<file path="src/sv/vfg_pkg.sv">
package vfg_pkg;

    localparam int SENSOR_SLOTS = 4;
    localparam int SENSOR_BITS  = 4;

    typedef logic [SENSOR_SLOTS-1:0] t_slots;

    // opcodes
    localparam logic [2:0] OP_TICK   = 3'd0;
    localparam logic [2:0] OP_OPEN   = 3'd1;
    localparam logic [2:0] OP_CLOSE  = 3'd2;
    localparam logic [2:0] OP_TOGGLE = 3'd3;
    localparam logic [2:0] OP_SERVER = 3'd4;

    // server command bytes
    localparam logic [7:0] SRV_CLOSE = 8'd0;
    localparam logic [7:0] SRV_OPEN  = 8'd1;

    // flood modes
    localparam logic [1:0] MODE_LEVEL_A = 2'd0;
    localparam logic [1:0] MODE_LEVEL_B = 2'd1;
    localparam logic [1:0] MODE_EDGE    = 2'd2;
    localparam logic [1:0] MODE_NONE    = 2'd3;

    // register indexes
    localparam logic [2:0] REG_FLOOD_MODE     = 3'd0;
    localparam logic [2:0] REG_SENSOR_MASK    = 3'd1;
    localparam logic [2:0] REG_OPEN_POLL      = 3'd2;
    localparam logic [2:0] REG_SENSOR_POLL    = 3'd3;
    localparam logic [2:0] REG_MANUAL_HOLDOFF = 3'd4;

    localparam logic [15:0] OPEN_POLL_RST      = 16'd200;
    localparam logic [15:0] SENSOR_POLL_RST    = 16'd1000;
    localparam logic [19:0] MANUAL_HOLDOFF_RST = 20'd30000;

    localparam logic [15:0] MAX16      = 16'hFFFF;
    localparam logic [19:0] MAX20      = 20'hFFFFF;
    localparam logic [6:0]  DRIVE_OPEN = 7'd100;
    localparam logic [6:0]  DRIVE_SHUT = 7'd0;

    typedef struct packed {
        logic [2:0] opcode;
        logic [7:0] server_value;
        logic [7:0] device_level;
        logic [3:0] sensor_levels;
    } t_in_word;

    typedef struct packed {
        logic       drive_valid;
        logic [6:0] drive_level;
        logic [7:0] open_level;
        logic       flood_flag;
        logic       manual_closed_flag;
        logic       rejected;
    } t_out_word;

    typedef struct packed {
        logic   flood;
        t_slots prev_next;
    } t_sensor_result;

endpackage

</file>
<file path="src/sv/valve_flood_guard_top.sv">
// Valve controller with flood sensors. One word is accepted per clock cycle,
// sustained while the output is not stalled by i_out_ready; each word gives
// exactly one result word, through the input register, then the result
// register. Between those two registers every word, tick or command, passes
// once through the update of the controller state. Configuration is written
// through the plain write port; the user must write it only while the block
// is idle, and the block itself does not enforce this. Writes to unused indexes are ignored.
module valve_flood_guard_top
    import vfg_pkg::*;
(
    input  logic      i_clk,
    input  logic      i_rst_n,
    input  logic      i_in_valid,
    output logic      o_in_ready,
    input  t_in_word  i_in_word,
    output logic      o_out_valid,
    input  logic      i_out_ready,
    output t_out_word o_out_word,
    input  logic      i_cfg_wr_en,
    input  logic [2:0]  i_cfg_index,
    input  logic [19:0] i_cfg_data
);

    // configuration
    logic [1:0]             r_flood_mode;
    logic [SENSOR_BITS-1:0] r_sensor_mask;
    logic [15:0]            r_open_poll_ms;
    logic [15:0]            r_sensor_poll_ms;
    logic [19:0]            r_manual_holdoff_ms;

    // controller state
    logic [15:0] r_open_elapsed,   n_open_elapsed;
    logic [15:0] r_sensor_elapsed, n_sensor_elapsed;
    logic [19:0] r_cmd_elapsed,    n_cmd_elapsed;
    logic        r_cmd_seen,       n_cmd_seen;
    logic [7:0]  r_last_level,     n_last_level;
    logic        r_flooding,       n_flooding;
    logic        r_manual_closed,  n_manual_closed;
    t_slots      r_prev_sensor,    n_prev_sensor;

    // pipeline
    logic      r_in_valid;
    t_in_word  r_in;
    logic      r_out_valid;
    t_out_word r_out, n_out;
    logic      s1_move;

    t_sensor_result sensor_res;

    assign s1_move    = r_in_valid && (!r_out_valid || i_out_ready);
    assign o_in_ready = !r_in_valid || s1_move;
    assign o_out_valid = r_out_valid;
    assign o_out_word  = r_out;

    vfg_sensor_check u_sensor (
        .i_mode   (r_flood_mode),
        .i_mask   (r_sensor_mask),
        .i_levels (r_in.sensor_levels),
        .i_prev   (r_prev_sensor),
        .o_result (sensor_res)
    );

    always_comb begin
        logic [19:0] ce_inc;
        logic        want_open;
        logic        want_close;
        logic        drive;
        logic [6:0]  level;
        logic        rej;

        n_open_elapsed   = r_open_elapsed;
        n_sensor_elapsed = r_sensor_elapsed;
        n_cmd_elapsed    = r_cmd_elapsed;
        n_cmd_seen       = r_cmd_seen;
        n_last_level     = r_last_level;
        n_flooding       = r_flooding;
        n_manual_closed  = r_manual_closed;
        n_prev_sensor    = r_prev_sensor;

        ce_inc     = (r_cmd_elapsed != MAX20) ? r_cmd_elapsed + 20'd1 : r_cmd_elapsed;
        want_open  = 1'b0;
        want_close = 1'b0;
        drive      = 1'b0;
        level      = DRIVE_SHUT;
        rej        = 1'b0;

        unique case (r_in.opcode)
            OP_TICK: begin
                n_cmd_elapsed = ce_inc;
                if (r_open_elapsed >= r_open_poll_ms) begin
                    n_open_elapsed = '0;
                    if (r_in.device_level != r_last_level &&
                        (!r_cmd_seen || ce_inc > r_manual_holdoff_ms)) begin
                        n_manual_closed = (r_in.device_level == 8'd0);
                    end
                    n_last_level = r_in.device_level;
                end else if (r_open_elapsed != MAX16) begin
                    n_open_elapsed = r_open_elapsed + 16'd1;
                end
                if (r_sensor_elapsed >= r_sensor_poll_ms) begin
                    n_sensor_elapsed = '0;
                    n_prev_sensor    = sensor_res.prev_next;
                    // uses the level sampled on this same tick when the open poll is due, else the last sampled level
                    if ((n_last_level != 8'd0 || !r_flooding) && sensor_res.flood) begin
                        want_close = 1'b1;
                        n_flooding = 1'b1;
                    end
                end else if (r_sensor_elapsed != MAX16) begin
                    n_sensor_elapsed = r_sensor_elapsed + 16'd1;
                end
            end
            OP_OPEN:   want_open = 1'b1;
            OP_CLOSE:  want_close = 1'b1;
            OP_TOGGLE: begin
                if (r_last_level == 8'd0) begin
                    want_open = 1'b1;
                end else begin
                    want_close = 1'b1;
                end
            end
            OP_SERVER: begin
                if (r_in.server_value == SRV_CLOSE) begin
                    want_close = 1'b1;
                end else if (r_in.server_value == SRV_OPEN) begin
                    want_open = 1'b1;
                end else begin
                    rej = 1'b1;
                end
            end
            default: ;
        endcase

        if (want_open) begin
            // open is refused while a flood is present
            n_prev_sensor = sensor_res.prev_next;
            drive         = 1'b1;
            if (sensor_res.flood) begin
                n_flooding = 1'b1;
                level      = DRIVE_SHUT;
            end else begin
                n_flooding = 1'b0;
                level      = DRIVE_OPEN;
            end
        end else if (want_close) begin
            drive = 1'b1;
            level = DRIVE_SHUT;
        end

        if (drive) begin
            n_cmd_seen    = 1'b1;
            n_cmd_elapsed = '0;
        end

        n_out.drive_valid        = drive;
        n_out.drive_level        = level;
        n_out.open_level         = n_last_level;
        n_out.flood_flag         = n_flooding;
        n_out.manual_closed_flag = n_manual_closed;
        n_out.rejected           = rej;
    end

    always_ff @(posedge i_clk) begin
        if (!i_rst_n) begin
            r_flood_mode        <= MODE_LEVEL_A;
            r_sensor_mask       <= '0;
            r_open_poll_ms      <= OPEN_POLL_RST;
            r_sensor_poll_ms    <= SENSOR_POLL_RST;
            r_manual_holdoff_ms <= MANUAL_HOLDOFF_RST;
        end else if (i_cfg_wr_en) begin
            unique case (i_cfg_index)
                REG_FLOOD_MODE:     r_flood_mode        <= i_cfg_data[1:0];
                REG_SENSOR_MASK:    r_sensor_mask       <= i_cfg_data[SENSOR_BITS-1:0];
                REG_OPEN_POLL:      r_open_poll_ms      <= i_cfg_data[15:0];
                REG_SENSOR_POLL:    r_sensor_poll_ms    <= i_cfg_data[15:0];
                REG_MANUAL_HOLDOFF: r_manual_holdoff_ms <= i_cfg_data;
                default: ;
            endcase
        end
    end

    always_ff @(posedge i_clk) begin
        if (!i_rst_n) begin
            r_open_elapsed   <= '0;
            r_sensor_elapsed <= '0;
            r_cmd_elapsed    <= '0;
            r_cmd_seen       <= 1'b0;
            r_last_level     <= '0;
            r_flooding       <= 1'b0;
            r_manual_closed  <= 1'b0;
            r_prev_sensor    <= '0;
        end else if (s1_move) begin
            r_open_elapsed   <= n_open_elapsed;
            r_sensor_elapsed <= n_sensor_elapsed;
            r_cmd_elapsed    <= n_cmd_elapsed;
            r_cmd_seen       <= n_cmd_seen;
            r_last_level     <= n_last_level;
            r_flooding       <= n_flooding;
            r_manual_closed  <= n_manual_closed;
            r_prev_sensor    <= n_prev_sensor;
        end
    end

    always_ff @(posedge i_clk) begin
        if (!i_rst_n) begin
            r_in_valid  <= 1'b0;
            r_out_valid <= 1'b0;
        end else begin
            if (o_in_ready) begin
                r_in_valid <= i_in_valid;
            end
            if (s1_move) begin
                r_out_valid <= 1'b1;
            end else if (i_out_ready) begin
                r_out_valid <= 1'b0;
            end
        end
    end

    always_ff @(posedge i_clk) begin
        if (o_in_ready && i_in_valid) begin
            r_in <= i_in_word;
        end
        if (s1_move) begin
            r_out <= n_out;
        end
    end

    a_drive_clears_timer: assert property (@(posedge i_clk) disable iff (!i_rst_n)
        s1_move && n_out.drive_valid |=> r_cmd_elapsed == '0 && r_cmd_seen)
        else $error("drive did not restart command timer");

    a_reject_no_drive: assert property (@(posedge i_clk) disable iff (!i_rst_n)
        o_out_valid && o_out_word.rejected |-> !o_out_word.drive_valid)
        else $error("rejected word also drives the valve");

    a_open_not_flooded: assert property (@(posedge i_clk) disable iff (!i_rst_n)
        o_out_valid && o_out_word.drive_valid && o_out_word.drive_level == DRIVE_OPEN
        |-> !o_out_word.flood_flag)
        else $error("valve opened while flood flag set");

    a_stall_only_when_full: assert property (@(posedge i_clk) disable iff (!i_rst_n)
        !o_in_ready |-> r_in_valid && r_out_valid && !i_out_ready)
        else $error("input stalled with room in the pipeline");

endmodule

</file>
<file path="src/sv/vfg_sensor_check.sv">
module vfg_sensor_check
    import vfg_pkg::*;
(
    input  logic [1:0]             i_mode,
    input  logic [SENSOR_BITS-1:0] i_mask,
    input  logic [SENSOR_BITS-1:0] i_levels,
    input  t_slots                 i_prev,
    output t_sensor_result         o_result
);

    t_slots on_vec;
    t_slots en_vec;

    // slots past the physical sensor bits read as 0
    assign on_vec = t_slots'(i_levels);
    assign en_vec = t_slots'(i_mask);

    always_comb begin
        o_result.flood     = 1'b0;
        o_result.prev_next = i_prev;
        for (int i = 0; i < SENSOR_SLOTS; i++) begin
            if (!en_vec[i]) begin
                o_result.prev_next[i] = 1'b0;
            end else if (i_mode == MODE_LEVEL_A || i_mode == MODE_LEVEL_B) begin
                o_result.prev_next[i] = on_vec[i];
                if (on_vec[i]) begin
                    o_result.flood = 1'b1;
                end
            end else if (i_mode == MODE_EDGE) begin
                if (on_vec[i] && !i_prev[i]) begin
                    o_result.flood = 1'b1;
                end
                o_result.prev_next[i] = on_vec[i];
            end
            // MODE_NONE: enabled slots hold and never flood
        end
    end

endmodule
</file>
<file path="config.mk">
export PLATFORM = sky130hd
export DESIGN_NAME = valve_flood_guard_top
export DESIGN_NICKNAME = d
export VERILOG_FILES = /design/src/sv/vfg_pkg.sv /design/src/sv/valve_flood_guard_top.sv /design/src/sv/vfg_sensor_check.sv
export SDC_FILE = /design/constraint.sdc
export NUM_CORES = 1
export LEC_CHECK = 0
export ABC_AREA = 0
export BUFFER_PORTS_ARGS = -buffer_cell sky130_fd_sc_hd__buf_2
export CORE_MARGIN = 3
export CORE_UTILIZATION = 45
export CTS_CLUSTER_DIAMETER = 200
export DETAILED_ROUTE_END_ITERATION = 8
export GPL_TIMING_DRIVEN = 0
export SLEW_MARGIN = 20
export SYNTH_ARGS = -nofsm -noshare
export SYNTH_HDL_FRONTEND = slang
export SYNTH_HIERARCHICAL = 1
export SYNTH_SLANG_ARGS = --single-unit
</file>
<file path="constraint.sdc">
create_clock -name i_clk -period 5.9 [get_ports i_clk]
set_input_delay 1.18 -clock i_clk [delete_from_list [all_inputs] [get_ports i_clk]]
set_output_delay 1.18 -clock i_clk [all_outputs]
set_load 0.05 [all_outputs]
</file>
==> flow_summary_export.csv, run 1 <==
group,metric,value,unit
power,max-vdd-ir-drop,0.213,mV
clocking,clock_sinks,163,
setup_path,crit_type,"register to register",
cells_and_area,area_delta_synth_final,14.3,%
placed_design,dpl_cell_area,9190,um2
sta,fin_hold_ws,455,ps
synth,yosysSeqAreaShare,0.424,
placed_design,dp_hpwl,15400,um
power,power_switching_share,0.269,
die,die_w,144,um
sta,setup_tns,0,ps
job,maxCapViolations,0,
placed_design,port_buffers,67,
synth,synth_cell_type_count,73,
clocking,numCtsBuffers,17,
clocking,insertion_delay,430,ps
setup_path,crit_fanout,9,
power,pwr-share-seq,0.483,
synth,ys_seq_elements,163,
routing,firstDrtPassIters,6,
clocking,cts.repair.resized,0,
sta,hold_viol,0,
grt,grt_use_total,0.205,
clocking,cts-root-buf,"clkbuf_16",
setup_path,worstSetupStartpointType,"register",
power,p_clk_frac,0.453,
die,fp-row-count,49,
routing,via_count,7015,
placed_design,place_congestion,0.811,
die,die-area,20700,um2
grt,overflow,0,
min_path,hold_class,"register to register",
setup_path,cp-end-kind,"register",
outcome,status,"complete, no violations",
synth,synth-edff-count,36,
routing,drc,0,
grt,grt_max_degree,24,
sta,post-route-period-util,0.723,
clocking,tritoncts,"yes",
power,p_int,1.78,mW
cells_and_area,utilization,0.533,
clocking,cts_setup_buffers,0,
power,switching_power,0.656,mW
power,power.leakage,3.83,nW
sta,worst_pin_slew,990,ps
grt,grt_antenna_before_repair,0,
die,ios,72,
cells_and_area,design_area,9780,um2
setup_path,worstPathArrival,4630,ps
power,p_per_area,249,nW/um2
synth,postSynthAreaPerCell,9.08,um2
clocking,h-tree-depth,4,
sta,period_needed,4270,ps
power,power_frac_comb,0.063,
routing,wire_per_inst,16.2,um
clocking,cts_buffer_depth,2,
synth,async_flop_share,0,
sta,rsz0062_at_grt,"false",
synth,synthCells,942,
synth,synthFlopType,"dfxtp_1",
die,initial_utilization,0.467,
synth,syn_area,8550,um2
cells_and_area,layout-drive-gt1-share,0.148,
sta,maxSlewHeadroom,0.340,
die,core,18300,um2
routing,wl,20700,um
sta,setup-violations-final,0,
setup_path,critPathRequiredTime,6260,ps
clocking,clkTransAtPathRegs,70,ps
sta,fmax,234,MHz
routing,vias_per_cell,5.51,
clocking,holdBufCountCts,0,
sta,drv_slew,0,
cells_and_area,antenna-diode-count,0,
die,chipHeight,144,um
cells_and_area,fin_nets,1137,
routing,ant_nets,0,
synth,yosys_warnings,6,
routing,drt_iter0_drc,429,
grt,grt_pass1_vias,6432,
grt,grt_first_pass_wirelength,33400,um
sta,clock_skew,7.97,ps
==> kinds of logic (layout without fill, tap and decap cells) <==
logic type,Yosys count,after routing,share of synthesized area
AOI/OAI and AO/OA,212,212,0.175
xor gates and xnor gates,33,33,0.0338
adders and majority gates,55,55,0.0805
buffers and inverters,115,214,0.0590
DFF,163,163,0.424
muxes,29,29,0.0353
other,1,4,0.000438
and+or+nand+nor,334,334,0.192
==> flip-flops by register name (all words and copies together) (netlist names), 8 cells and up <==
name / cells
r_in: 23
r_last_level: 8
r_open_elapsed: 16
r_sensor_elapsed: 16
r_sensor_poll_ms: 16
o_out_word: 13
r_open_poll_ms: 16
r_manual_holdoff_ms: 20
r_cmd_elapsed: 20
==> synth_stat cells (all sizes together) (6+ instances only) <==
library cell	instances	area share
nand2	144	0.063
dfxtp	127	0.30
a21oi	83	0.050
inv	69	0.030
ha	55	0.080
nor2	53	0.023
edfxtp	36	0.13
nand3	36	0.021
clkbuf	26	0.012
o211ai	26	0.024
xnor2	25	0.026
buf	20	0.017
mux2i	20	0.023
o21ai	20	0.015
nand4	18	0.014
and2	13	0.0095
or3	13	0.010
and3	12	0.0094
a221o	11	0.013
a211oi	9	0.0085
a22o	9	0.0092
mux2	9	0.012
nand2b	8	0.0085
o2111ai	8	0.0089
o21a	8	0.0070
xor2	8	0.0082
and4	7	0.0078
nor3	7	0.0053
o31ai	7	0.0061
or4	7	0.0061
a21o	6	0.0053
==> metal layers <==
layer	wire, um	GRT usage	up-vias	share of wire
li1	-	-	3540	-
met1	10300	0.298	3312	0.50
met2	9140	0.312	143	0.44
met3	992	0.0403	20	0.048
met4	265	0.0540	0	0.013
met5	0	0	-	0
==> cell usage in the layout (no fill, tap or decap), types with 13 or more instances in the layout <==
master	instances
mux2i_1	20
clkbuf_1	25
nand3_1	36
and2_1	13
nor2_1	53
inv_1	67
nand2_1	143
xnor2_1	25
clkbuf_16	17
ha_1	55
o21ai_0	17
edfxtp_1	36
o211ai_1	24
nand4_1	17
a21oi_1	81
dfxtp_1	127
buf_2	73
==> metrics by stage <==
stage                     power, mW  setup slack, ps  instances
after detailed placement       1.36             1710       1241
after global placement         1.36             1670       1241
final                          2.44             1630       1273
after global routing           2.53             1310       1273
after floorplan                1.30             2450        945
after CTS                      2.46             1680       1273
==> path summary, 6_finish.rpt <==
| kind | from | end | slack [ps] | depth (start not counted) |
|---|---|---|---|---|
| hold reg to reg | r_manual_holdoff_ms[15] | r_manual_holdoff_ms[15] | 460 | 2 |
| setup / recovery | r_cmd_elapsed[3] | r_manual_closed | 1630 | 15 |
| hold / removal | r_manual_holdoff_ms[15] | r_manual_holdoff_ms[15] | 460 | 2 |
| setup reg to reg | r_cmd_elapsed[3] | r_manual_closed | 1630 | 15 |
==> power by group through the flow <==
stage,clock network (mW),logic (mW),registers (mW)
global placement,0,0.154,1.20
global route,1.18,0.171,1.18
CTS,1.13,0.156,1.18
finish,1.11,0.155,1.18
detailed placement,0,0.155,1.20
floorplan,0,0.0822,1.22
==> layout make-up <==
| type | instances | area [um2] |
|---|---|---|
| Clock buffer | 17 | 425 |
| Clock inverter | 15 | 165 |
| Timing Repair Buffer | 67 | 335 |
| Fill cell | 1697 | 8550 |
| Multi-Input combinational cell | 667 | 4440 |
| Tap cell | 229 | 287 |
| Sequential cell | 163 | 3620 |
| Buffer | 46 | 245 |
| Inverter | 69 | 259 |
==> critical path, stage by stage (launching register included) <==
cell and delay, ps:
dfxtp_1 310, clkbuf_1 340, nand3_1 150, nor3_2 420, and4_1 320, nand3_1 170
xor2_1 170, nand2b_1 70, ha_1 300, nand4_1 210, or3_1 470, nor3_1 340
o21a_1 180, o31a_1 190, or4b_1 440, a21oi_1 130
Note: power is estimated with default switching activity, not from simulation.
==> inputs of run 2 (changes only) <==
--- a/config.mk
+++ b/config.mk
@@ -12,6 +12,7 @@
 export CTS_CLUSTER_DIAMETER = 200
 export DETAILED_ROUTE_END_ITERATION = 8
 export GPL_TIMING_DRIVEN = 0
+export PLACE_DENSITY = 0.65
 export SLEW_MARGIN = 20
 export SYNTH_ARGS = -nofsm -noshare
 export SYNTH_HDL_FRONTEND = slang
==> constraint.sdc (replaced) <==
create_clock -name i_clk -period 3.5 [get_ports i_clk]
set_input_delay 0.7 -clock i_clk [delete_from_list [all_inputs] [get_ports i_clk]]
set_output_delay 0.7 -clock i_clk [all_outputs]
set_load 0.05 [all_outputs]
==> flow_summary_export.csv, run 2 (synthesized netlist as in run 1, its figures left out) <==
group,metric,value,unit
sta,rsz0062_at_grt,"true",
outcome,violations,"setup timing",
cells_and_area,seqCellArea,3650,um2
clocking,clock_sinks,163,
cells_and_area,multi_input_area,4530,um2
routing,vias_per_cell,5.52,
die,core,18300,um2
clocking,h-tree-depth,4,
grt,grt_pass1_vias,6684,
sta,worst_slack,-78.5,ps
setup_path,startpoint,"r_cmd_elapsed[10]",
setup_path,worstSetupStartpointType,"register",
setup_path,r2r_end,"r_manual_closed",
cells_and_area,antenna-diode-count,0,
setup_path,critPathRequiredTime,3850,ps
setup_path,cp-end-kind,"register",
power,power,4.29,mW
die,chipHeight,144,um
clocking,clkTransAtPathRegs,70,ps
sta,worst_pin_slew,1010,ps
routing,drc,0,
clocking,tritoncts,"yes",
setup_path,crit_type,"register to register",
power,max-vdd-ir-drop,0.348,mV
setup_path,endpoint,"r_manual_closed",
power,power.leakage,4.00,nW
cells_and_area,largest_reg_flops,23,
setup_path,reg2reg_from,"r_cmd_elapsed[10]",
grt,grt_use_total,0.206,
min_path,hold_class,"input port to register",
setup_path,critPathMaxStageDelay,480,ps
cells_and_area,layout-drive-gt1-share,0.188,
die,die_w,144,um
outcome,status,"finished with violations",
sta,drv_slew,0,
sta,fmax,279,MHz
routing,ant_nets,0,
setup_path,r2r_slack,-80,ps
min_path,worstHoldPathCells,1,
routing,via_count,7087,
die,fp-row-count,49,
grt,grt_max_degree,24,
cells_and_area,final_common_cell,"nand2_1",
sta,hold_viol,0,
sta,fin_hold_ws,445,ps
clocking,numCtsBuffers,17,
placed_design,place_congestion,0.862,
sta,post-route-period-util,1.02,
setup_path,cp_cell_sequence,"buf_6 > and4_4 > and4_4 > and4_4 > nand3_4 > xor2_1 > nand2b_1 > ha_1 > nand4_1 > or3_4 > nor3_4 > o21a_1 > o31a_1 > or4b_4 > a21oi_2",
grt,grt_antenna_before_repair,0,
job,maxCapViolations,0,
cells_and_area,area_delta_synth_final,17.6,%
sta,clock_skew,12.2,ps
clocking,insertion_delay,420,ps
routing,wire_per_inst,16.3,um
setup_path,worstPathArrival,3930,ps
placed_design,dp_hpwl,15200,um
setup_path,crit_fanout,4,
placed_design,port_buffers,67,
clocking,cts_buffer_depth,2,
routing,firstDrtPassIters,5,
routing,drt_iter0_drc,495,
setup_path,crit_top_cell,"and4_4",
sta,period_needed,3580,ps
die,initial_utilization,0.467,
power,p_per_area,427,nW/um2
cells_and_area,regMostFlops,"r_in",
grt,overflow,0,
die,ios,72,
cells_and_area,fill_cells,1687,
cells_and_area,fin_nets,1147,
die,die-area,20700,um2
setup_path,ff2ff_path_depth,15,
cells_and_area,reg.largest.list,"r_in (23), r_cmd_elapsed (20), r_manual_holdoff_ms (20)",
sta,maxSlewHeadroom,0.327,
cells_and_area,final_cell_mix,"142 x nand2_1, 114 x dfxtp_1, 80 x a21oi_1, 72 x buf_2, 67 x inv_1",
sta,setup-violations-final,2,
clocking,cts-root-buf,"clkbuf_16",
grt,grt_first_pass_wirelength,33800,um
setup_path,crit_path_top_delay_cell,"or4b_4",
routing,wl,20900,um
run 2: report_power, final:
group | switching, mW | leakage, nW | internal (mW)
combinational | 0.182 | 2.31 | 0.0828
clock | 0.820 | 0.316 | 1.22
sequential | 0.0242 | 1.38 | 1.96
run 2: layer usage:
metal / part of all wire / global-route usage
met1: 0.48 / 0.292
met4: 0.0099 / 0.0491
met5: 0 / 0
met2: 0.47 / 0.323
met3: 0.046 / 0.0449
run 2: cell type report:
class | instances | area share
multi-input cells | 667 | 0.450
flip-flops and latches | 163 | 0.363
repair buffers | 83 | 0.0456
clock buffers | 18 | 0.0427
well taps | 229 | 0.0285
inverters | 69 | 0.0257
plain buffers | 40 | 0.0226
clock inverters | 14 | 0.0214
run 2: through the flow:
| step | instances | util | worst slack [ps] | cell area, um2 | setup TNS, ps |
|---|---|---|---|---|---|
| 2_1_floorplan | 945 | - | 49.8 | 8560 | 0 |
| 3_5_place_dp | 1241 | 0.501 | -693 | 9190 | -1250 |
| 3_3_place_gp | 1241 | 0.501 | -668 | 9190 | -1230 |
| 4_1_cts | 1275 | 0.543 | -51.9 | 9950 | -51.9 |
| 6_report | 1283 | 0.549 | -78.5 | 10100 | -152 |
| 5_1_grt | 1283 | 0.549 | -230 | 10100 | -440 |
run 2: worst min path at each step:
stage | to | from
after CTS | r_in[8] | i_in_word[8]
after detailed placement | r_manual_holdoff_ms[18] | r_manual_holdoff_ms[18]
after global placement | r_manual_holdoff_ms[19] | r_manual_holdoff_ms[19]
after floorplan | r_manual_holdoff_ms[11] | r_manual_holdoff_ms[11]
final | r_in[8] | i_in_word[8]
after global routing | r_in[17] | i_in_word[17]
run 2: worst max-delay path: cells and delay by family (launching register included):
family,cells,cell delay [ps]
and+or+nand+nor,9,2170
AOI/OAI and AO/OA,3,490
DFF,1,320
adders and majority gates,1,300
xor gates and xnor gates,1,150
buffers and inverters,1,80
run 2: timing repair:
item	in CTS	in global routing
hold buffers	0	0
resized for setup	29	17
endpoints found under the setup margin	2	2
setup buffers	7	9
pin swaps	9	8
==> inputs of run 3 (changes only) <==
--- a/config.mk
+++ b/config.mk
@@ -7,6 +7,7 @@
 export LEC_CHECK = 0
 export ABC_AREA = 0
 export BUFFER_PORTS_ARGS = -buffer_cell sky130_fd_sc_hd__buf_2
+export CORE_ASPECT_RATIO = 1.2
 export CORE_MARGIN = 3
 export CORE_UTILIZATION = 45
 export CTS_CLUSTER_DIAMETER = 200
==> flow_summary_export.csv, run 3 (synthesized netlist as in run 1, its figures left out) <==
group,metric,value,unit
grt,grt_first_pass_wirelength,34500,um
power,power_switching_share,0.262,
power,pwr-share-seq,0.490,
sta,clock_skew,8.24,ps
die,die-area,20700,um2
sta,setup_tns,-253,ps
sta,worst_pin_slew,835,ps
outcome,violations,"setup timing",
clocking,cts-root-buf,"clkbuf_16",
routing,wl,21600,um
sta,period_needed,3630,ps
clocking,numCtsBuffers,17,
min_path,hold_class,"input port to register",
grt,grt_pass1_vias,6709,
routing,drc,0,
power,p_clk_frac,0.443,
setup_path,worstSetupStartpointType,"register",
sta,maxSlewHeadroom,0.443,
clocking,insertion_delay,430,ps
sta,fmax,276,MHz
power,power_frac_comb,0.066,
die,chipHeight,157,um
cells_and_area,reg.largest.list,"r_in (23), r_cmd_elapsed (20), r_manual_holdoff_ms (20)",
setup_path,worstPathArrival,3990,ps
sta,post-route-period-util,1.04,
setup_path,crit_fanout,4,
cells_and_area,area_delta_synth_final,17.5,%
cells_and_area,final_common_cell,"nand2_1",
power,max-vdd-ir-drop,0.342,mV
routing,firstDrtPassIters,5,
sta,setup-violations-final,2,
clocking,clkTransAtPathRegs,70,ps
cells_and_area,regMostFlops,"r_in",
power,p_int,2.99,mW
routing,vias_per_cell,5.43,
grt,overflow,0,
cells_and_area,final_cell_mix,"142 x nand2_1, 114 x dfxtp_1, 80 x a21oi_1, 72 x buf_2, 67 x inv_1",
clocking,holdBufCountCts,0,
power,power,4.05,mW
grt,grt_use_total,0.210,
clocking,tritoncts,"yes",
cells_and_area,antenna-diode-count,0,
job,maxCapViolations,0,
placed_design,place_congestion,0.822,
routing,drt_iter0_drc,502,
clocking,h-tree-depth,4,
cells_and_area,utilization,0.545,
setup_path,crit_type,"register to register",
clocking,clock_sinks,163,
power,switching_power,1.06,mW
outcome,status,"finished with violations",
placed_design,dpl_cell_area,9220,um2
cells_and_area,largest_reg_flops,23,
die,die_w,132,um
cells_and_area,fin_nets,1151,
placed_design,port_buffers,67,
power,power.leakage,4.00,nW
die,initial_utilization,0.464,
setup_path,critPathRequiredTime,3860,ps
grt,grt_antenna_before_repair,0,
die,core,18400,um2
placed_design,dp_hpwl,16000,um
routing,ant_nets,0,
cells_and_area,design_area,10100,um2
routing,via_count,7108,
sta,fin_hold_ws,434,ps
routing,wire_per_inst,16.5,um
die,ios,72,
sta,rsz0062_at_grt,"true",
sta,drv_slew,0,
sta,worst_slack,-126,ps
setup_path,cp-end-kind,"register",
clocking,cts_buffer_depth,2,
die,fp-row-count,54,
sta,hold_viol,0,
grt,grt_max_degree,24,
power,p_per_area,403,nW/um2
cells_and_area,layout-drive-gt1-share,0.193,
-- run 3: area by class of cell --
type	instances	area, um2
Sequential cell	163	3650
Inverter	69	259
Timing Repair Buffer	87	493
Clock buffer	17	425
Buffer	40	220
Fill cell	1717	8390
Multi-Input combinational cell	667	4550
Clock inverter	15	144
Tap cell	252	315
-- run 3: worst paths after layout --
kind | start | to | slack, ps | depth (start not counted)
min | i_in_word[8] | r_in[8] | 430 | 1
max | r_cmd_elapsed[12] | r_manual_closed | -130 | 14
max reg2reg | r_cmd_elapsed[12] | r_manual_closed | -130 | 14
min reg2reg | r_manual_holdoff_ms[11] | r_manual_holdoff_ms[11] | 460 | 2
-- run 3: worst max-delay path: stages, from the launching register on --
cell and delay, ps:
dfxtp_2 370, and4_4 250, buf_4 110, nand4_1 130
o211ai_1 420, nor2_1 120, xor2_1 200, ha_1 280
nand4_1 130, or3_4 410, nor3_4 210, o21a_1 150
o31a_1 180, or4b_4 470, a21oi_2 120
-- run 3: layer usage --
metal / vias up / wire (um) / track usage
met5: - / 0 / 0
met4: 0 / 442 / 0.0705
met3: 31 / 983 / 0.0400
met2: 167 / 10700 / 0.360
met1: 3350 / 9490 / 0.269
li1: 3560 / - / -
-- run 3: timing repair --
action | CTS | global route
resized for setup | 28 | 18
buffers inserted | 9 | 10
endpoints found under the setup margin | 2 | 2
pin swaps | 10 | 13
hold endpoints to repair | 0 | 0
-- run 3: through the flow --
step,std cells,worst slack (ps)
after global placement,1264,-710
after global routing,1310,-269
after detailed placement,1264,-710
after CTS,1302,-42.4
after floorplan,945,49.8
final,1310,-126
-- run 3: power groups by stage --
stage	clock network, mW	logic (mW)	registers (mW)
after global placement	0	0.260	2.03
after detailed placement	0	0.263	2.03
after CTS	1.83	0.266	1.99
final	1.79	0.269	1.99
after floorplan	0	0.138	2.05
after global routing	1.91	0.293	1.99
